**src/rtl/two_ended_tail_placer_macros.svh**
```systemverilog
// Assertion macros shared by the tail placer RTL.
// Needs a clock named i_clk and a reset named i_rst_n in the including scope.
`ifndef TWO_ENDED_TAIL_PLACER_MACROS_SVH
`define TWO_ENDED_TAIL_PLACER_MACROS_SVH

// Same-cycle implication, disabled in reset.
`define TEP_ASSERT_NOW(lbl, ante, cons, msg) \
    lbl: assert property (@(posedge i_clk) disable iff (!i_rst_n) (ante) |-> (cons)) \
        else $error(msg);

// Next-cycle implication, disabled in reset.
`define TEP_ASSERT_NEXT(lbl, ante, cons, msg) \
    lbl: assert property (@(posedge i_clk) disable iff (!i_rst_n) (ante) |=> (cons)) \
        else $error(msg);

`endif

```
**src/rtl/tep_ram.sv**
```systemverilog
// Generic single-write, single-read synchronous RAM with registered read.
// No dependencies.
module tep_ram #(
    parameter int W = 8,
    parameter int D = 16
) (
    input  logic                          i_clk,
    input  logic                          i_we,
    input  logic [(D > 1 ? $clog2(D) : 1)-1:0] i_waddr,
    input  logic [W-1:0]                  i_wdata,
    input  logic [(D > 1 ? $clog2(D) : 1)-1:0] i_raddr,
    output logic [W-1:0]                  o_rdata
);
    logic [W-1:0] r_mem [D];
    logic [W-1:0] r_rdata;

    always_ff @(posedge i_clk) begin
        if (i_we) begin
            r_mem[i_waddr] <= i_wdata;
        end
        r_rdata <= r_mem[i_raddr];
    end

    assign o_rdata = r_rdata;
endmodule

```
**config.mk**
```make
export PLATFORM = sky130hd
export DESIGN_NAME = tep_ram
export DESIGN_NICKNAME = d
export VERILOG_FILES = /design/src/rtl/two_ended_tail_placer_macros.svh /design/src/rtl/tep_ram.sv
export SDC_FILE = /design/constraint.sdc
export NUM_CORES = 1
export LEC_CHECK = 0
export ABC_AREA = 1
export BUFFER_PORTS_ARGS = -buffer_cell sky130_fd_sc_hd__buf_2
export CAP_MARGIN = 20
export CORE_MARGIN = 2
export CORE_UTILIZATION = 35
export CTS_CLUSTER_DIAMETER = 100
export CTS_CLUSTER_SIZE = 24
export DETAILED_ROUTE_END_ITERATION = 6
export PLACE_DENSITY = 0.54
export SLEW_MARGIN = 10
export SYNTH_ARGS = -nofsm -noshare
export SYNTH_HDL_FRONTEND = slang
export SYNTH_SLANG_ARGS = --single-unit
```
**constraint.sdc**
```tcl
create_clock -name i_clk -period 1.1 [get_ports i_clk]
set_input_delay 0.165 -clock i_clk [delete_from_list [all_inputs] [get_ports i_clk]]
set_output_delay 0.165 -clock i_clk [all_outputs]
set_load 0.02 [all_outputs]
```
After elaboration in Yosys (flattened, before gate mapping) --
Memories as Yosys holds them, arrays and structs flattened. A register that Yosys moved wholly into a read port is not among the register bits. Index checks and enable logic that the tools add are counted.
Storage, ports and cells: register bits after elaboration 0, memory bits (writable) 128, input bits 18, output and inout port bits 8, logic and storage cells 3, memories 1
Cells by class: mux-type cells 2
Memory list:
- r_mem | depth 16, width 8, read ports 1, clocked after Yosys merged registers in 1, wr ports 1, line tep_ram.sv:14 | logic [W-1:0] r_mem [D];
Operator list (number):
- two-way mux 1 bit | 2

Logic depth before layout (Yosys ltp) --
depth in word-level cells 2, mapped depth 8, depth with buffers taken out 7

Worst setup path after synthesis --
No wires, ideal clock.
path kind input-to-reg, from in i_waddr[3] (netlist name), to mem r_mem[4][0], enable pin, library setup time 0.370 ns, arrival 0.746 ns, required time 0.730 ns, setup slack -0.016 ns, stages on the path 2, path buffers 0, cell sequence nand3b_1 nor2_1
RTL lines:
- from (decl) | line tep_ram.sv:9 | input logic [(D > 1 ? $clog2(D) : 1)-1:0] i_waddr,
- to (decl) | line tep_ram.sv:14
No word-level cell before the write port.

Final worst setup path --
from reg r_rdata[2], in the netlist o_rdata[2], read port of r_mem, to out o_rdata[2]
RTL lines:
- from (decl) | line tep_ram.sv:15 | logic [W-1:0] r_rdata;
- to (decl) | line tep_ram.sv:12 | output logic [W-1:0] o_rdata
No word-level cell between the ends.

==> flow_metrics.py <==
metrics = {
    "critical_path": {
        "cp-endpoint": "o_rdata[2]",
        "crit_chain": "buf_4",
        "end_kind": "output port",
        "worstPathArrival_ns": 0.91,
        "r2r-start": "r_mem[7][6]",
        "worst_ep_required_time_ns": 0.94,
        "cp.depth": 1,
        "cp-start-kind": "register",
        "criticalPathCategory": "register to output port",
        "critPathSlowestCell": "dfxtp_2",
        "cp_num_buf_inv": 1,
        "crit_fanout": 1,
        "cpLargestDelayFamily": "flip-flops",
        "r2r_slack_ns": 0.09,
        "slowest_delay_ns": 0.35,
        "rr_worst_depth": 6,
        "r2r-end": "o_rdata[6]",
        "startpoint": "o_rdata[2]",
    },
    "timing": {
        "period_needed_ns": 1.08,
        "hold_violations": 0,
        "max_slew_margin": 0.732,
        "fmaxAchievable_mhz": 927,
        "finalClockSkew_ns": 0.00717,
        "rsz0062_at_grt": "no",
        "period_share": 0.980,
        "layout_setup_ws_ns": 0.0218,
        "setup_viol": 0,
        "tightest_slew_ns": 0.402,
        "setup-tns-final_ns": 0,
        "slew_viol_final": 0,
    },
    "route": {
        "firstDrtPassIters": 4,
        "wl_per_cell_um": 15.8,
        "drt-total-wl_mm": 13.1,
        "via_per_inst": 4.59,
        "vias": 3791,
        "ant_nets": 0,
        "drtIter0Drc": 427,
        "drc": 0,
    },
    "place": {
        "portBuffers": 25,
        "gp_congestion": 0.829,
        "dp_slack_ns": -0.180,
        "dp_hpwl_mm": 8.32,
    },
    "floorplan": {
        "core_area_um2": 16000,
        "start_util": 0.360,
        "die_w_um": 132,
        "rows": 46,
        "die_height_um": 132,
        "io_pins": 26,
        "die_area_um2": 17500,
    },
    "logic_synthesis": {
        "synth-warning-count": 0,
        "synth_nets": 569,
        "syn_area_per_cell_um2": 10.5,
        "ys_seq_area_frac": 0.694,
        "yosysUniqueCellTypes": 12,
        "synthCells": 551,
        "synthesis.area_um2": 5770,
        "ys_seq_elements": 136,
    },
    "finish": {
        "layout-drive-gt1-share": 0.138,
        "register_area_um2": 4010,
        "layout_commonest_cell": "nand2_1",
        "multi_input_comb_area_um2": 1230,
        "layout_common_cells": "173 x nand2_1, 128 x edfxtp_1, 100 x inv_1",
        "fillers": 1572,
        "fin_nets": 616,
        "n_antenna_cell": 0,
        "area_growth_pct": 18.7,
    },
    "cts": {
        "insertion_delay_ns": 0.42,
        "path_clk_slew_ns": 0.05,
        "cts_tree": "built",
        "clock-sinks": 136,
        "cts-root-buf": "clkbuf_16",
        "cts_buffers": 17,
        "cts_buffer_depth": 2,
        "post_cts_resized": 5,
        "htreeDepth": 4,
        "cts_setup_buffers": 0,
        "ctsHoldBuffers": 0,
    },
    "hold_path": {
        "hold_class": "input port to register",
    },
    "grt": {
        "grt_usage": 0.160,
        "met3_usage": 0.0361,
        "met1_usage": 0.209,
        "grt_max_degree": 65,
        "antenna_found_initial": 0,
        "use_met2": 0.257,
        "busiest_layer": "met2",
        "grt_pass1_wl_mm": 20.6,
        "grt_pass1_vias": 3647,
        "overflow": 0,
    },
    "power": {
        "ir_drop_mv": 1.15,
        "power.density_nw_per_um2": 1730,
        "leakagePower_uw": 0.00295,
    },
    "run": {
        "cap_violations": 0,
    },
    "outcome": {
        "run_status": "completed",
    },
}
synthesized netlist by cell type:
| cell type | count | area (um2) |
|---|---|---|
| nor2_1 | 17 | 63.8 |
| buf_4 | 4 | 30.0 |
| nand3_1 | 97 | 485 |
| dfxtp_1 | 8 | 160 |
| buf_2 | 13 | 65.1 |
| edfxtp_1 | 128 | 3840 |
| buf_6 | 6 | 67.6 |
| inv_1 | 100 | 375 |
| buf_1 | 1 | 3.75 |
| nand3b_1 | 2 | 15.0 |
| nand2_1 | 173 | 649 |
| inv_2 | 2 | 7.51 |
worst min path at each step:
| stage | startpoint | endpoint | slack [ns] | depth (start not counted) |
|---|---|---|---|---|
| 2_1_floorplan | i_wdata[0] | r_mem[0][0] | 0.26 | 0 |
| 3_3_place_gp | i_raddr[3] | o_rdata[7] | 0.46 | 3 |
| 3_5_place_dp | i_raddr[3] | o_rdata[7] | 0.46 | 3 |
| 4_1_cts | i_raddr[3] | o_rdata[7] | 0.02 | 3 |
| 5_1_grt | i_raddr[3] | o_rdata[7] | 0.05 | 3 |
| 6_report | i_raddr[3] | o_rdata[7] | 0.04 | 3 |
layout make-up:
cell class	instances	share of cell area
well taps	216	0.0395
clock buffers	18	0.0627
inverters	102	0.0559
multi-input cells	289	0.179
flip-flops and latches	136	0.585
clock inverters	13	0.0164
repair buffers	52	0.0607
metrics by stage:
step	hold WS [ns]	cells	area, um2	utilization	power [uW]
2_1_floorplan	0.264	551	5770	-	6380
3_3_place_gp	0.462	795	6270	0.392	6720
3_5_place_dp	0.462	795	6270	0.392	6730
4_1_cts	0.0249	826	6830	0.427	12000
5_1_grt	0.0522	826	6850	0.428	12300
6_report	0.0406	826	6850	0.428	11900
sequential cells by signal, indices dropped and copies added (netlist names):
register and flops:
r_mem 128, o_rdata 8
per-layer routing:
| metal | vias to the layer above | wire length, um |
|---|---|---|
| met2 | 95 | 6370 |
| met1 | 1814 | 5870 |
| met5 | - | 0 |
| met4 | 0 | 267 |
| li1 | 1865 | - |
| met3 | 17 | 573 |
power by group:
group          total [uW]  switching (uW)  internal [uW]
clock                5230            1980           3250
combinational         801             541            259
sequential           5840            38.7           5800
kinds of logic (layout without fill, tap and decap cells):
kind of cell / count (synthesis) / count (layout) / synth area share
buffers and inverters: 126 / 185 / 0.0952
AND/OR/NAND/NOR: 289 / 289 / 0.210
flip-flops: 136 / 136 / 0.694
No activity file was read; power rests on OpenSTA's default activity.
