`config.mk`:
```
export PLATFORM = sky130hd
export DESIGN_NAME = tep_div
export DESIGN_NICKNAME = d
export VERILOG_FILES = /design/src/rtl/two_ended_tail_placer_macros.svh /design/src/rtl/tep_div.sv
export SDC_FILE = /design/constraint.sdc
export NUM_CORES = 1
export LEC_CHECK = 0
export BUFFER_PORTS_ARGS = -buffer_cell sky130_fd_sc_hd__buf_2
export CAP_MARGIN = 20
export CORE_AREA = 2 2 120 87
export DETAILED_ROUTE_END_ITERATION = 8
export DIE_AREA = 0 0 122 89
export MAX_ROUTING_LAYER = met4
export PLACE_DENSITY = 0.8
export RECOVER_POWER = 100
export SLEW_MARGIN = 20
export SYNTH_ARGS = -nofsm -noshare
export SYNTH_HDL_FRONTEND = slang
export SYNTH_SLANG_ARGS = --single-unit
```
`constraint.sdc`:
```
create_clock -name i_clk -period 3.6 [get_ports i_clk]
set_input_delay 0 -clock i_clk [delete_from_list [all_inputs] [get_ports i_clk]]
set_output_delay 0 -clock i_clk [all_outputs]
set_load 0.02 [all_outputs]
```
`src/rtl/two_ended_tail_placer_macros.svh`:
```
// Assertion macros shared by the tail placer RTL.
// Needs a clock named i_clk and a reset named i_rst_n in the including scope.
`ifndef TWO_ENDED_TAIL_PLACER_MACROS_SVH
`define TWO_ENDED_TAIL_PLACER_MACROS_SVH

// Same-cycle implication, disabled in reset.
`define TEP_ASSERT_NOW(lbl, ante, cons, msg) \
    lbl: assert property (@(posedge i_clk) disable iff (!i_rst_n) (ante) |-> (cons)) \
        else $error(msg);

// Next-cycle implication, disabled in reset.
`define TEP_ASSERT_NEXT(lbl, ante, cons, msg) \
    lbl: assert property (@(posedge i_clk) disable iff (!i_rst_n) (ante) |=> (cons)) \
        else $error(msg);

`endif

```
`src/rtl/tep_div.sv`:
```
// Restoring divider, one quotient bit per cycle.
// No dependencies.
module tep_div #(
    parameter int DW = 48,
    parameter int SW = 21
) (
    input  logic          i_clk,
    input  logic          i_rst_n,
    input  logic          i_start,
    input  logic [DW-1:0] i_dividend,
    input  logic [SW-1:0] i_divisor,
    output logic          o_done,
    output logic [DW-1:0] o_quot,
    output logic [SW-1:0] o_rem
);
    localparam int CNW = $clog2(DW + 1);

    logic           r_busy;
    logic           r_done;
    logic [CNW-1:0] r_cnt;
    logic [DW-1:0]  r_q;
    logic [SW-1:0]  r_r;
    logic [SW-1:0]  r_d;
    logic [SW:0]    trial;
    logic [SW:0]    diff;
    logic           take;

    assign trial = {r_r, r_q[DW-1]};
    assign take  = trial >= {1'b0, r_d};
    assign diff  = trial - {1'b0, r_d};

    always_ff @(posedge i_clk) begin
        if (!i_rst_n) begin
            r_busy <= 1'b0;
            r_done <= 1'b0;
            r_cnt  <= '0;
        end else begin
            r_done <= 1'b0;
            if (i_start) begin
                r_busy <= 1'b1;
                r_cnt  <= CNW'(DW);
            end else if (r_busy) begin
                r_cnt <= r_cnt - 1'b1;
                if (r_cnt == CNW'(1)) begin
                    r_busy <= 1'b0;
                    r_done <= 1'b1;
                end
            end
        end
    end

    always_ff @(posedge i_clk) begin
        if (i_start) begin
            r_q <= i_dividend;
            r_r <= '0;
            r_d <= i_divisor;
        end else if (r_busy) begin
            r_q <= {r_q[DW-2:0], take};
            r_r <= take ? diff[SW-1:0] : trial[SW-1:0];
        end
    end

    assign o_done = r_done;
    assign o_quot = r_q;
    assign o_rem  = r_r;
endmodule

```
**Word level (Yosys, flattened, before mapping)**

Cells that the tools add are included.

- Bitwise operators: 2
- Add/sub/neg operators: 2
- Eq/ne operators: 1
- Mux-type cells: 9
- Reductions and logical operators: 3
- Magnitude comparators: 1

Operator list:

| operator | count |
|---|---|
| 48-bit 2-to-1 mux | 2 |
| 22-bit by 21-bit greater-or-equal comparator with 1-bit output | 1 |
| 21-bit 2-to-1 mux | 1 |
| 21-bit subtractor | 1 |
| 6-bit 2-to-1 mux | 2 |
| 6-bit by 1-bit equality test with 1-bit output, second input constant | 1 |
| 6-bit by 1-bit subtractor with 6-bit output, second input constant | 1 |
| 1-bit 2-to-1 mux | 4 |
| 3-bit OR reduction | 1 |
| 1-bit NOT | 2 |
| 2-bit nonzero test | 1 |
| 2-bit OR reduction | 1 |

- Word-level logic and storage cells: 25
- Input bits: 72
- Register bits after elaboration: 98
- Output and inout bits: 70

**Logic depth before layout (Yosys ltp)**

- Word-level depth: 4
- Gate-level depth with buffers: 14
- Depth with buffers taken out: 12

**Worst setup path after synthesis**

OpenSTA, ideal clock, no wires.

- Path kind: reg-to-reg
- From: register r_q[47], in the netlist o_quot[47]
- To: register r_r[7], in the netlist o_rem[7]
- Arrival: 2.751 ns
- Buffers on the path: 2
- Cell stages (with the launch flop): 14
- Path slack: 0.713 ns
- Clock period less this slack: 2.887 ns
- Data required time: 3.463 ns
- Setup time: 0.137 ns
- Path through: edfxtp_1 inv_1 ha_1 inv_1 fa_1 a21o_1 a221oi_2 nor4_2 a211oi_2 a22o_2 buf_6 buf_6 nor3b_1 nor4_2

- Word-level cells in the longest chain between the ends: 2
- Elaborated cells between the ends (all ways): 3
- Classes of those cells: add/sub (1); order compare (1); mux (1)

Ends and longest elaborated chain:

| what | line | RTL |
|---|---|---|
| from (decl) | tep_div.sv:21 | `logic [DW-1:0] r_q;` |
| from (signal assigned) | tep_div.sv:54 | `r_q <= i_dividend;` |
| from (signal assigned) | tep_div.sv:58 | `r_q <= {r_q[DW-2:0], take};` |
| 21-bit subtractor or 22-bit by 21-bit greater-or-equal comparator with 1-bit output (tied branches) | tep_div.sv:30, tep_div.sv:29 |  |
| 21-bit 2-to-1 mux * | tep_div.sv:59 | `r_r <= take ? diff[SW-1:0] : trial[SW-1:0];` |
| to (signal assigned) | tep_div.sv:59 |  |
| to (decl) | tep_div.sv:22 | `logic [SW-1:0] r_r;` |

Every way passes the cells marked *; elsewhere a longest branch is shown, timed or not.
A chain may end at the register's enable or synchronous reset.

**Worst setup path after layout**

- From: register r_q[47], in the netlist o_quot[47]
- To: register r_r[3], in the netlist o_rem[3]

Same word-level chain as after synthesis.

==> results_dict.tcl <==
set metrics [dict create \
    status "finished with violations" \
    violations "capacitance limit, slew limit" \
    worstPathRequired_ns 3.71 \
    grtUsageTotal_pct 25.54 \
    path_class "reg2reg" \
    tightest_slew_ns 2.266 \
    dpl.hpwl_um 8599 \
    rrSetupSlack_ns 0.37 \
    n_antenna_cell 0 \
    ant_nets 0 \
    drtPass1Iterations 5 \
    area_growth_pct 32.65 \
    cp-end-kind "flop" \
    reg2reg_from "o_quot[47]" \
    power.density_nw_per_um2 427.5 \
    setup_viol 0 \
    gp_congestion 0.8947 \
    swShare_pct 28.79 \
    overflow 0 \
    fin_crit_sh_pct 89.76 \
    fin_area_um2 6725 \
    die-area_um2 10860 \
    r2r.worst_path.cells 12 \
    cap_violations 1 \
    crit_start "o_quot[47]" \
    ys_ff_latch 98 \
    synth_largest_area_cell "edfxtp_1" \
    p_comb_share_pct 21.0 \
    num_rows 30 \
    drt_wl_total_um 13000 \
    place_area_um2 5877 \
    cts.sinks 98 \
    fp.dieW_um 122 \
    arrival_ns 3.34 \
    ys.flop_type "edfxtp_1" \
    ys_top_cells_by_count "69 x edfxtp_1, 47 x mux2_2, 36 x nor2_1" \
    worstHoldStart "i_dividend[47]" \
    grt_pass1_vias 4129 \
    antenna_found_initial 0 \
    synth_most_common_cell "edfxtp_1" \
    via_count 4168 \
    avgViaCountPerCell 5.371 \
    syn_nets 533 \
    ys_warn_count 0 \
    clock.fmax_ghz 0.3095 \
    fin_ws_ns 0.3688 \
    dpl_worst_slack_ns 0.4507 \
    grt_pass1_wl_um 20480 \
    nets 739 \
    seqPwrFrac_pct 48.1 \
    start_kind "flop" \
    root_buffer "clkbuf_16" \
    synthArstFlopShare_pct 0 \
    ys_top_cells_by_area "edfxtp_1 41%, dfxtp_1 11%, mux2_2 10%" \
    core_um2 9572 \
    htreeDepth 3 \
    start_util_pct 52.97 \
    seq_area_frac_synth_pct 52.32 \
    post_cts_resized 0 \
    synth_edf_count 69 \
    syn_inst 437 \
    drc 0 \
    io_buffers 141 \
    avgRoutedWirePerCell_um 16.75 \
    leakage_uw 0.002747 \
    cts_setup_buffers 0 \
    grt_max_degree 49 \
    io_pins 142 \
    internal-power_uw 2047 \
    clockBufferDepth 2 \
    cp_max_fo 16 \
    tns_ns 0 \
    cts.reportedPaths.clkPinSlew_ns 0.07 \
    dieHeight_um 89 \
    numCtsBuffers 9 \
    synth.distinct_cells 49 \
    drtIter0Drc 249 \
    rsz0062_at_grt "no" \
    netlist_area_um2 5070 \
    hold_path.class "in2reg" \
    drive_gt1_share_pct 21.91 \
    hold_viol 0 \
    insertion_delay_ns 0.35 \
    finalCriticalPeriod_ns 3.231 \
    maxSlewHeadroom_pct -51.08 \
    vdd_drop_max_uv 328.1 \
    yosysTopAreaCellShare_pct 40.87 \
    clkPwrFrac_pct 30.9 \
    slew_violations 42 \
    hold_depth 2 \
    syn_area_per_cell_um2 11.60 \
    fin_skew_ns 0.009956 \
    cts_tree "yes" \
    switchingPower_uw 827.7 \
]
[layout by cell type (no fill, tap or decap), drive strengths merged, types with 2 or more instances in the layout]
master       count
mux2            47
xor2            11
buf             74
nor4             5
clkbuf          83
a31oi            3
nand2           25
nand3            6
dfxtp           29
dlygate4sd3     69
a32oi            4
nor2b            5
o21a             6
a211oi          12
and3             3
nor3             6
edfxtp          69
nor2            36
o21ai           18
nand2b           4
o31ai            8
a21o             9
ha              23
xnor2            9
a21oi           19
a22o             6
nand4            4
o22ai            2
clkinvlp         2
o31a             2
mux2i            5
inv             29
clkinv           2
[worst paths after layout]
| kind | end |
|---|---|
| min reg2reg | o_rem[12] |
| max reg2reg | o_rem[3] |
| min | o_quot[47] |
| max | o_rem[3] |
[through the flow]
| step | cells | power [µW] | util, % | hold WS (ns) |
|---|---|---|---|---|
| 6_report | 776 | 2875 | 70.26 | 0.03725 |
| 5_1_grt | 776 | 2991 | 70.26 | 0.04972 |
| 4_1_cts | 776 | 2894 | 71.37 | 0.01747 |
| 3_5_place_dp | 691 | 1957 | 61.40 | 0.1787 |
| 3_3_place_gp | 691 | 1943 | 61.40 | 0.1782 |
| 2_1_floorplan | 437 | 1772 | - | 0.09887 |
[final cells by class]
type	instances	area (µm²)
timing repair buffer	215	1340
clock inverter	5	31.28
inverter	28	105.1
clock buffer	11	232.7
multi-input combinational	291	2203
tap	128	160.2
fill	727	2846
sequential	98	2653
[sequential cells by signal, indices dropped and copies added, names as in the netlist]
register / cells
o_quot: 48
r_cnt: 6
o_done: 1
o_rem: 21
r_busy: 1
r_d: 21
[routing by layer]
metal	track usage (%)	up-vias	share of wire, %
met5	-	-	0
met4	8.046	0	1.7
met3	6.314	21	6.6
met2	40.17	157	47
met1	32.91	1960	44
li1	-	2030	-
[timing repair]
item                                    CTS  global route
hold buffers                             69             0
endpoints found under the hold margin    71             0
endpoints found under the setup margin    0             0
[power by group through the flow]
stage	registers, µW	logic (µW)	clock network [µW]
floorplan	1480	296	0
global placement	1400	546	0
detailed placement	1400	558	0
CTS	1380	618	899
global route	1390	659	940
finish	1380	605	888
[critical path, stage by stage, from the launching register on]
cell and delay, ns:
edfxtp_1 0.42, inv_1 0.08, ha_1 0.16, inv_1 0.05
fa_1 0.39, a21o_1 0.22, a221oi_2 0.40, nor4_2 0.10
a211oi_2 0.27, a22o_2 0.34, buf_4 0.25, mux2i_1 0.21
a211oi_1 0.09
[logic make-up (layout without fill, tap and decap cells)]
| group | Yosys count | in the layout | share of synthesized area [%] |
|---|---|---|---|
| AOI/OAI and AO/OA | 98 | 98 | 13.70 |
| and+or+nand+nor | 97 | 97 | 9.008 |
| xor gates and xnor gates | 20 | 20 | 3.455 |
| buffers and inverters | 48 | 259 | 4.023 |
| adders and majority gates | 24 | 24 | 6.071 |
| DFF | 98 | 98 | 52.32 |
| muxes | 52 | 52 | 11.43 |
(Power assumes the default switching activity.)
